## src/hw/rtl/hsv2rgb_pkg.sv

```systemverilog
package hsv2rgb_pkg;

  // Default hue width, one full turn is 2^HUE_BITS
  localparam int unsigned HueBitsDefault = 16;

  // Width of one color channel
  localparam int unsigned ChanW = 8;

  // Color wheel sector, from the integer part of six times the hue
  typedef enum logic [2:0] {
    SEC_RED_YEL = 3'd0,
    SEC_YEL_GRN = 3'd1,
    SEC_GRN_CYN = 3'd2,
    SEC_CYN_BLU = 3'd3,
    SEC_BLU_MAG = 3'd4,
    SEC_MAG_RED = 3'd5
  } sector_e;

  // Floor of x / 255 for x below 255 * 256
  function automatic logic [ChanW-1:0] div255(input logic [15:0] x);
    logic [16:0] sum;
    sum = 17'(x) + 17'd1 + 17'(x[15:8]);
    return sum[15:8];
  endfunction

endpackage

```

## src/hw/rtl/hsv2rgb_sector.sv

```systemverilog
module hsv2rgb_sector
  import hsv2rgb_pkg::*;
#(
  parameter int unsigned HUE_BITS = HueBitsDefault
) (
  input  logic                clk_i,
  input  logic                rst_ni,
  input  logic                valid_i,
  input  logic [HUE_BITS-1:0] hue_i,
  input  logic [ChanW-1:0]    sat_i,
  input  logic [ChanW-1:0]    val_i,
  output logic                valid_o,
  output sector_e             sector_o,
  output logic [HUE_BITS-1:0] frac_o,
  output logic [HUE_BITS:0]   frac_inv_o,
  output logic [ChanW-1:0]    sat_o,
  output logic [ChanW-1:0]    val_o
);

  localparam logic [HUE_BITS:0] HueOne = (HUE_BITS+1)'(1) << HUE_BITS;

  logic [HUE_BITS+2:0] six;
  logic                valid_q;
  sector_e             sector_q;
  logic [HUE_BITS-1:0] frac_q;
  logic [HUE_BITS:0]   frac_inv_q;
  logic [ChanW-1:0]    sat_q;
  logic [ChanW-1:0]    val_q;

  // Scale hue by six: sector in the top bits, fraction below
  assign six = (HUE_BITS+3)'(hue_i) * (HUE_BITS+3)'(6);

  // Advance the valid bit
  always_ff @(posedge clk_i or negedge rst_ni) begin
    if (!rst_ni) begin
      valid_q <= 1'b0;
    end else begin
      valid_q <= valid_i;
    end
  end

  // Hold the word with its sector and fraction
  always_ff @(posedge clk_i) begin
    sector_q   <= sector_e'(six[HUE_BITS+2:HUE_BITS]);
    frac_q     <= six[HUE_BITS-1:0];
    frac_inv_q <= HueOne - (HUE_BITS+1)'(six[HUE_BITS-1:0]);
    sat_q      <= sat_i;
    val_q      <= val_i;
  end

  assign valid_o    = valid_q;
  assign sector_o   = sector_q;
  assign frac_o     = frac_q;
  assign frac_inv_o = frac_inv_q;
  assign sat_o      = sat_q;
  assign val_o      = val_q;

endmodule

```

## src/hw/rtl/hsv2rgb_scale.sv

```systemverilog
module hsv2rgb_scale
  import hsv2rgb_pkg::*;
#(
  parameter int unsigned HUE_BITS = HueBitsDefault
) (
  input  logic                clk_i,
  input  logic                rst_ni,
  input  logic                valid_i,
  input  sector_e             sector_i,
  input  logic [HUE_BITS-1:0] frac_i,
  input  logic [HUE_BITS:0]   frac_inv_i,
  input  logic [ChanW-1:0]    sat_i,
  input  logic [ChanW-1:0]    val_i,
  output logic                valid_o,
  output sector_e             sector_o,
  output logic [ChanW-1:0]    val_o,
  output logic [ChanW-1:0]    p_o,
  output logic [ChanW-1:0]    q_o,
  output logic [ChanW-1:0]    t_o
);

  localparam int unsigned NumW  = HUE_BITS + 8;
  localparam int unsigned ProdW = HUE_BITS + 16;
  // 255 * 2^HUE_BITS, the scaled value of 1.0
  localparam logic [NumW:0] Full = (NumW+1)'(255) << HUE_BITS;

  // Stage A: saturation products
  logic [2:0]          valid_q;
  sector_e             sec_a_q, sec_b_q, sec_c_q;
  logic [ChanW-1:0]    val_a_q, val_b_q, val_c_q;
  logic [NumW-1:0]     sf_q;
  logic [NumW:0]       sg_q;
  logic [15:0]         pn_a_q, pn_b_q;
  // Stage B: value times numerators
  logic [NumW-1:0]     nq, nt;
  logic [ProdW-1:0]    prod_q_q, prod_t_q;
  // Stage C: divided channels
  logic [ChanW-1:0]    p_q, q_q, t_q;

  // Advance the valid bits
  always_ff @(posedge clk_i or negedge rst_ni) begin
    if (!rst_ni) begin
      valid_q <= '0;
    end else begin
      valid_q <= {valid_q[1:0], valid_i};
    end
  end

  // Stage A: multiply saturation by f and by 1-f, value by 1-s
  always_ff @(posedge clk_i) begin
    sec_a_q <= sector_i;
    val_a_q <= val_i;
    sf_q    <= NumW'(sat_i) * NumW'(frac_i);
    sg_q    <= (NumW+1)'(sat_i) * (NumW+1)'(frac_inv_i);
    pn_a_q  <= 16'(val_i) * 16'(8'd255 - sat_i);
  end

  // Stage B: form the numerators and scale them by the value
  assign nq = Full[NumW-1:0] - sf_q;
  assign nt = NumW'(Full - sg_q);

  always_ff @(posedge clk_i) begin
    sec_b_q  <= sec_a_q;
    val_b_q  <= val_a_q;
    pn_b_q   <= pn_a_q;
    prod_q_q <= ProdW'(val_a_q) * ProdW'(nq);
    prod_t_q <= ProdW'(val_a_q) * ProdW'(nt);
  end

  // Stage C: drop the hue scale and divide by 255
  always_ff @(posedge clk_i) begin
    sec_c_q <= sec_b_q;
    val_c_q <= val_b_q;
    p_q     <= div255(pn_b_q);
    q_q     <= div255(prod_q_q[ProdW-1:HUE_BITS]);
    t_q     <= div255(prod_t_q[ProdW-1:HUE_BITS]);
  end

  assign valid_o  = valid_q[2];
  assign sector_o = sec_c_q;
  assign val_o    = val_c_q;
  assign p_o      = p_q;
  assign q_o      = q_q;
  assign t_o      = t_q;

endmodule

```

## src/hw/rtl/hsv2rgb_select.sv

```systemverilog
module hsv2rgb_select
  import hsv2rgb_pkg::*;
(
  input  logic             clk_i,
  input  logic             rst_ni,
  input  logic             valid_i,
  input  sector_e          sector_i,
  input  logic [ChanW-1:0] val_i,
  input  logic [ChanW-1:0] p_i,
  input  logic [ChanW-1:0] q_i,
  input  logic [ChanW-1:0] t_i,
  output logic             valid_o,
  output logic [ChanW-1:0] red_o,
  output logic [ChanW-1:0] green_o,
  output logic [ChanW-1:0] blue_o
);

  logic             valid_q;
  logic [ChanW-1:0] red_d, green_d, blue_d;
  logic [ChanW-1:0] red_q, green_q, blue_q;

  // Route v, p, q and t to the channels by sector
  always_comb begin
    unique case (sector_i)
      SEC_RED_YEL: begin red_d = val_i; green_d = t_i;   blue_d = p_i;   end
      SEC_YEL_GRN: begin red_d = q_i;   green_d = val_i; blue_d = p_i;   end
      SEC_GRN_CYN: begin red_d = p_i;   green_d = val_i; blue_d = t_i;   end
      SEC_CYN_BLU: begin red_d = p_i;   green_d = q_i;   blue_d = val_i; end
      SEC_BLU_MAG: begin red_d = t_i;   green_d = p_i;   blue_d = val_i; end
      default:     begin red_d = val_i; green_d = p_i;   blue_d = q_i;   end
    endcase
  end

  // Advance the strobe
  always_ff @(posedge clk_i or negedge rst_ni) begin
    if (!rst_ni) begin
      valid_q <= 1'b0;
    end else begin
      valid_q <= valid_i;
    end
  end

  // Hold the output word
  always_ff @(posedge clk_i) begin
    red_q   <= red_d;
    green_q <= green_d;
    blue_q  <= blue_d;
  end

  assign valid_o = valid_q;
  assign red_o   = red_q;
  assign green_o = green_q;
  assign blue_o  = blue_q;

endmodule

```

## src/hw/rtl/hsv_to_rgb_converter.sv

```systemverilog
// HSV to RGB color converter.
// Input channel: present hue_i, saturation_i and brightness_i with start_i high;
// the word is taken at the rising edge where start_i is high and busy_o is low.
// busy_o is always low: the pipeline takes one word on every clock cycle.
// Hue is a fraction of a full turn in HUE_BITS bits and wraps naturally;
// saturation and brightness use 255 for 1.0.
// Output channel: red_o, green_o and blue_o are valid for exactly one cycle
// while valid_o is high. Throughput is one word per cycle; the pipeline has
// five register stages: sector split, saturation products, value products,
// divide by 255, and channel select.
// The receiver cannot stall the output; it must take each word as it shows.
// Reset clears the valid bits, so words in flight are dropped and no strobe
// follows until new words are started.
module hsv_to_rgb_converter
  import hsv2rgb_pkg::*;
#(
  parameter int unsigned HUE_BITS = HueBitsDefault
) (
  input  logic                clk_i,
  input  logic                rst_ni,
  input  logic                start_i,
  output logic                busy_o,
  input  logic [HUE_BITS-1:0] hue_i,
  input  logic [ChanW-1:0]    saturation_i,
  input  logic [ChanW-1:0]    brightness_i,
  output logic                valid_o,
  output logic [ChanW-1:0]    red_o,
  output logic [ChanW-1:0]    green_o,
  output logic [ChanW-1:0]    blue_o
);

  logic                s1_valid;
  sector_e             s1_sector;
  logic [HUE_BITS-1:0] s1_frac;
  logic [HUE_BITS:0]   s1_frac_inv;
  logic [ChanW-1:0]    s1_sat, s1_val;
  logic                s2_valid;
  sector_e             s2_sector;
  logic [ChanW-1:0]    s2_val, s2_p, s2_q, s2_t;

  // Never stall the input
  assign busy_o = 1'b0;

  // Split hue into sector and fraction
  hsv2rgb_sector #(
    .HUE_BITS(HUE_BITS)
  ) u_sector (
    .clk_i      (clk_i),
    .rst_ni     (rst_ni),
    .valid_i    (start_i & ~busy_o),
    .hue_i      (hue_i),
    .sat_i      (saturation_i),
    .val_i      (brightness_i),
    .valid_o    (s1_valid),
    .sector_o   (s1_sector),
    .frac_o     (s1_frac),
    .frac_inv_o (s1_frac_inv),
    .sat_o      (s1_sat),
    .val_o      (s1_val)
  );

  // Compute p, q and t
  hsv2rgb_scale #(
    .HUE_BITS(HUE_BITS)
  ) u_scale (
    .clk_i      (clk_i),
    .rst_ni     (rst_ni),
    .valid_i    (s1_valid),
    .sector_i   (s1_sector),
    .frac_i     (s1_frac),
    .frac_inv_i (s1_frac_inv),
    .sat_i      (s1_sat),
    .val_i      (s1_val),
    .valid_o    (s2_valid),
    .sector_o   (s2_sector),
    .val_o      (s2_val),
    .p_o        (s2_p),
    .q_o        (s2_q),
    .t_o        (s2_t)
  );

  // Route to the output channels
  hsv2rgb_select u_select (
    .clk_i    (clk_i),
    .rst_ni   (rst_ni),
    .valid_i  (s2_valid),
    .sector_i (s2_sector),
    .val_i    (s2_val),
    .p_i      (s2_p),
    .q_i      (s2_q),
    .t_i      (s2_t),
    .valid_o  (valid_o),
    .red_o    (red_o),
    .green_o  (green_o),
    .blue_o   (blue_o)
  );

endmodule

```

## config.mk

```make
export PLATFORM = sky130hd
export DESIGN_NAME = hsv_to_rgb_converter
export DESIGN_NICKNAME = d
export VERILOG_FILES = /design/src/hw/rtl/hsv2rgb_pkg.sv /design/src/hw/rtl/hsv2rgb_sector.sv /design/src/hw/rtl/hsv2rgb_scale.sv /design/src/hw/rtl/hsv2rgb_select.sv /design/src/hw/rtl/hsv_to_rgb_converter.sv
export SDC_FILE = /design/constraint.sdc
export NUM_CORES = 2
export LEC_CHECK = 0
export ABC_AREA = 1
export ABC_CLOCK_PERIOD_IN_PS = 6350
export BUFFER_PORTS_ARGS = -buffer_cell sky130_fd_sc_hd__buf_4
export CORE_MARGIN = 3
export CORE_UTILIZATION = 35
export CTS_CLUSTER_DIAMETER = 60
export DETAILED_ROUTE_END_ITERATION = 10
export PLACE_DENSITY_LB_ADDON = 0.1
export SLEW_MARGIN = 40
export SYNTH_ARGS = -nofsm -noshare
export SYNTH_HDL_FRONTEND = slang
export SYNTH_SLANG_ARGS = --single-unit
```

## constraint.sdc

```tcl
create_clock -name clk_i -period 6.35 [get_ports clk_i]
set_clock_uncertainty 0.05 [all_clocks]
set_input_delay 0.9525 -clock clk_i [delete_from_list [all_inputs] [get_ports clk_i]]
set_output_delay 0.9525 -clock clk_i [all_outputs]
set_load 0.05 [all_outputs]
```

Word level (Yosys, flattened, before mapping). Cells that the tools add are included.

Latch bits: 0. Bits in read-only memories: 0. Input bits: 35. Memory bits (writable): 0. Register bits: 281. Output and inout port bits: 26. Memories: 0. Word-level logic and storage cells: 54.

Shift-type cells: 0. Add/sub/neg operators: 10. Reductions and logical operators: 5. Multiplexer cells: 3. Multiply operators: 6. Equal/unequal tests: 4. $lt $le $gt $ge: 0. Bitwise operators: 0. Divide/modulo/power cells: 0.

Operator list (count): $pmux 8 s3 (3); $mul 8x24->32 (2); $add 16x1->16 const B (3); $add 16x8->16 (3); $sub 24x24->24 const A (2); $mul 8x17->24 (1); $mul 8x15->23 (1); $mul 16x2->18 const B (1); $sub 17x16->17 const A (1); $mul 8x16->16 (1); $sub 8x8->9 const A (1); $reduce_or 2->1 (4); $eq 3x2->1 const B (2); $eq 3x1->1 const B (1); $eq 3x3->1 const B (1); $logic_not 3->1 (1).

Depth between registers and ports, before layout.
Depth in word-level cells: 3. Gate-level depth with buffers: 29. Mapped depth without buffers: 28.

Cells and area by module. A second synthesis with hierarchy kept.

Cell total of the unflattened synthesis: 4337. Area total of the unflattened synthesis: 32348.5 µm².

By module, submodules not included: hsv2rgb_scale (cells an instance 3793, sequential area each 3458.3 µm², area an instance 28367.2 µm², instances 1); hsv2rgb_sector (cells an instance 316, sequential area each 1006.0 µm², area an instance 2567.5 µm², instances 1); hsv2rgb_select (cells an instance 226, sequential area each 505.5 µm², area an instance 1402.6 µm², instances 1); hsv_to_rgb_converter (cells an instance 2, sequential area each 0.0 µm², area an instance 11.3 µm², instances 1).

Worst setup path after synthesis. OpenSTA, ideal clock, no wires.

Path type: reg2reg. Start point: register u_scale.sg_q[1] (netlist name). End point: register u_scale.prod_q_q[30]. Slack: 1337 ps. Arrival time: 4844 ps. Cell stages (with the launch flop): 25. Setup time: 119 ps. Path buffers: 1. Clock period less this slack: 5013 ps. Data required time: 6181 ps. Cells stage by stage: dfxtp_1 -> buf_6 -> inv_1 -> ha_1 -> nand3_1 -> nor2_1 -> nand2_1 -> nor2_1 -> nand2_1 -> nand2_1 -> xnor2_1 -> nor2_1 -> fa_1 -> fa_1 -> fa_1 -> inv_1 -> fa_1 -> inv_1 -> ha_1 -> a21o_1 -> a21oi_1 -> o21ai_0 -> a21oi_1 -> nand2_1 -> xor2_1.

RTL lines: end signal: assignment (line hsv2rgb_scale.sv:66) `prod_q_q <= ProdW'(val_a_q) * ProdW'(nq);`; end: declaration (line hsv2rgb_scale.sv:36) `logic [ProdW-1:0] prod_q_q, prod_t_q;`.

Final worst setup path.
Start point: register u_scale.sg_q[1]. End point: register u_scale.prod_t_q[30].

Word-level cells in the longest chain between the ends: 2.

RTL lines: start: declaration (line hsv2rgb_scale.sv:32) `logic [NumW:0] sg_q;`; start signal: assignment (line hsv2rgb_scale.sv:54) `sg_q <= (NumW+1)'(sat_i) * (NumW+1)'(frac_inv_i);`; $sub 24x24->24 (line hsv2rgb_scale.sv:60) `assign nt = NumW'(Full - sg_q);`; $mul 8x24->32 (line hsv2rgb_scale.sv:67) `prod_t_q <= ProdW'(val_a_q) * ProdW'(nt);`; end signal: assignment (line hsv2rgb_scale.sv:67); end: declaration (line hsv2rgb_scale.sv:36).

Every way passes these cells.

==> impl_metrics.toml <==
[critical_path]
r2r-end = "u_scale.prod_t_q[30]"
crit_fanout = 8
r2r-start = "u_scale.sg_q[1]"
crit_slowest_cell = "fa_1"
reg2regPathDepth = 23
cp-startpoint = "u_scale.sg_q[1]"
worstSetupEndpoint = "u_scale.prod_t_q[30]"
max_stage_delay_ps = 560
cp_top_family = "adder cells"
worst-path-buf-inv = 5
path_depth = 23
critical_path_required_ps = 6800
cp_common_cell = "inv_1"
critPathLaunchType = "register"
setup.reg_to_reg.worst_slack_ps = 510
path_cells = "inv_1, ha_1, inv_1, nor2_1, nand2_1, nor2_1, nand3_1, o21ai_1, nor2_1, fa_1, fa_1, fa_1, inv_1, fa_1, inv_1, ha_1, a21oi_1, inv_1, a31oi_1, o21ai_0, o21ai_0, nand2_1, xor2_1"
crit_arrival_ps = 6290
end_kind = "register"
crit_type = "register to register"

[cts]
cts_sinks = 244
cts_tree = "yes"
clk_latency_ps = 610
clkTransAtPathRegs_ps = 60
htreeDepth = 1
numCtsBuffers = 31
clockBufferDepth = 3
clockRootBuffer = "clkbuf_16"
post_cts_buffers = 0

[final_layout]
drive_gt1_share_pct = 4.91
final_cell_mix = "nand2_1 (839), inv_1 (806), nor2_1 (513), fa_1 (448), ha_1 (258)"
area.growth.synth_to_final_pct = 9.64
ff_latch_area_um2 = 4910
final_util_pct = 38.9
num-nets-final = 4650
num_antenna_cells = 0
final_common_cell = "nand2_1"
multiInputGateArea_um2 = 21400
n_fill_cell = 8976

[global_routing]
grt_pass1_vias = 24400
grt_usage_pct = 18.2
grt-ovfl-total = 0
grt_max_degree = 40
antenna_found_initial = 0
grt_pass1_wl_um = 131000

[sta]
max_slew_margin_pct = 44.4
setup_viol = 0
rsz0062_at_grt = "no"
drv_slew = 0
period_share_pct = 91.9
finalSetupTns_ps = 0
worst_pin_slew_ps = 834
max_freq_mhz = 171
hold-worst-slack_ps = 78.2
hold_viol = 0
post-route-min-period_ps = 5840

[yosys]
yosysUniqueCellTypes = 48
ys_seq_elements = 244
syn_avg_cell_area_um2 = 7.69
synthArstFlopShare_pct = 2.05
ys_seq_area_share_pct = 16.5
synth_area_um2 = 29800
syn_inst = 3880
yosysWarnings = 0
synth-edff-count = 0
syn-num-nets = 4621
synth_ff_type = "dfxtp_1"

[job]
cap_violations = 0

[route]
routed_via_density = 4.62
first_pass_iters = 7
drc = 0
vias = 23400
drt_wl_total_um = 79600
wl_per_cell_um = 15.7
first_iter_violations = 1253
postRouteAntennaNets = 0

[floorplan]
core_region_area_um2 = 84100
initial_utilization_pct = 35.5
rows = 106
die_w_um = 298
ioPinCount = 61
die_y_um = 298
die-area_um2 = 88700

[placed_design]
place_congestion = 0.898
place.port_buffers = 59
dp_hpwl_um = 66700

[worst_hold_path]
hold_path_class = "primary input to asynchronous set/reset pin"

[run_status]
status = "finished clean"
[how the worst min path moves through the flow]
stage | end | slack, ps
floorplan | u_scale.pn_b_q[0] | 260
finish | u_sector.valid_o | 80
global route | u_sector.valid_o | 50
global placement | u_scale.sec_a_q[2] | 260
detailed placement | u_scale.sector_o[2] | 260
CTS | u_select.valid_o | 20
[per-layer routing]
metal / up-vias / wire length [µm] / GRT usage [%]
met2: 405 / 35500 / 29.6
met3: 82 / 3330 / 2.32
li1: 11800 / - / -
met5: - / 0 / 0
met4: 0 / 2530 / 5.27
met1: 11200 / 38200 / 25.5
[worst register-to-register path, delay by kind of cell, from the launching register on]
| kind | cells | cell delay [ps] |
|---|---|---|
| buffers and inverters | 5 | 320 |
| AO/OA/AOI/OAI | 5 | 1350 |
| adder cells (fa/ha/maj) | 6 | 2580 |
| flip-flops | 1 | 340 |
| AND/OR/NAND/NOR | 6 | 960 |
| XOR/XNOR | 1 | 150 |
[area by class of cell]
| type | count | share of cell area, % |
|---|---|---|
| clock buffer | 42 | 2.65 |
| clock inverter | 16 | 0.735 |
| inverter | 813 | 9.34 |
| multi-input combinational | 2720 | 65.6 |
| sequential | 244 | 15.0 |
| tap | 1134 | 4.34 |
| timing repair buffer | 99 | 2.31 |
[logic make-up (layout without fill, tap and decap cells)]
family                     after synthesis  in the layout  synth area share [%]
xor gates and xnor gates               118            118                  3.54
buffers and inverters                  916            970                  11.6
adders and majority gates              706            706                  40.9
and+or+nand+nor                       1583           1583                  21.5
AOI/OAI and AO/OA                      312            312                  5.92
DFF                                    244            244                  16.5
other                                    1              1                0.0126
[repair_timing]
| item | 4_1_cts | 5_1_grt |
|---|---|---|
| hold buffers | 0 | 0 |
| endpoints found under the setup margin | 0 | 1 |
| resized for setup | 0 | 1 |
[state kept, by name (all words and copies together) (netlist names), 15 cells and up]
| signal | count |
|---|---|
| u_scale.sf_q | 22 |
| u_scale.prod_q_q | 16 |
| u_sector.frac_o | 15 |
| u_sector.frac_inv_o | 15 |
| u_scale.sg_q | 23 |
| u_scale.prod_t_q | 16 |
| u_scale.pn_a_q | 16 |
| u_scale.pn_b_q | 16 |
[per-stage QoR]
| step | area [µm²] | cells | setup slack (ps) |
|---|---|---|---|
| 3_5_place_dp | 31600 | 5010 | 505 |
| 2_1_floorplan | 29800 | 3880 | 1340 |
| 5_1_grt | 32700 | 5068 | 92.6 |
| 4_1_cts | 32700 | 5068 | 502 |
| 3_3_place_gp | 31600 | 5010 | 510 |
| 6_report | 32700 | 5068 | 513 |
[synthesized netlist by cell type (2+ instances only)]
library cell,n,area (µm²)
a21oi_1,140,701
o21ai_1,2,10.0
a211oi_1,4,30.0
a21o_1,18,135
ha_1,258,3230
xor2_1,74,648
nand3_1,106,531
inv_2,3,11.3
nor2_1,514,1930
nor3_4,2,32.5
or2_2,11,68.8
o2111ai_1,14,123
o211ai_1,7,52.6
clkbuf_1,75,282
nand2_1,839,3150
o311ai_0,2,17.5
nand2_2,6,37.5
o21bai_1,12,90.1
nor2_4,3,33.8
nor4_1,6,37.5
nand4_1,45,282
nor3_1,33,165
xnor2_1,41,359
dfrtp_1,5,125
nand3b_1,8,60.1
nand3_2,5,50.1
clkbuf_2,14,70.1
dfxtp_1,239,4780
o21a_1,5,37.5
a31oi_1,9,56.3
inv_1,809,3040
o22ai_1,8,50.1
xor2_2,3,48.8
buf_1,11,41.3
o21ai_0,89,445
fa_1,448,8970
Power is left out: the tool's default activity adds up to more than one toggle a clock period on the data nets, which glitch-free logic cannot reach.
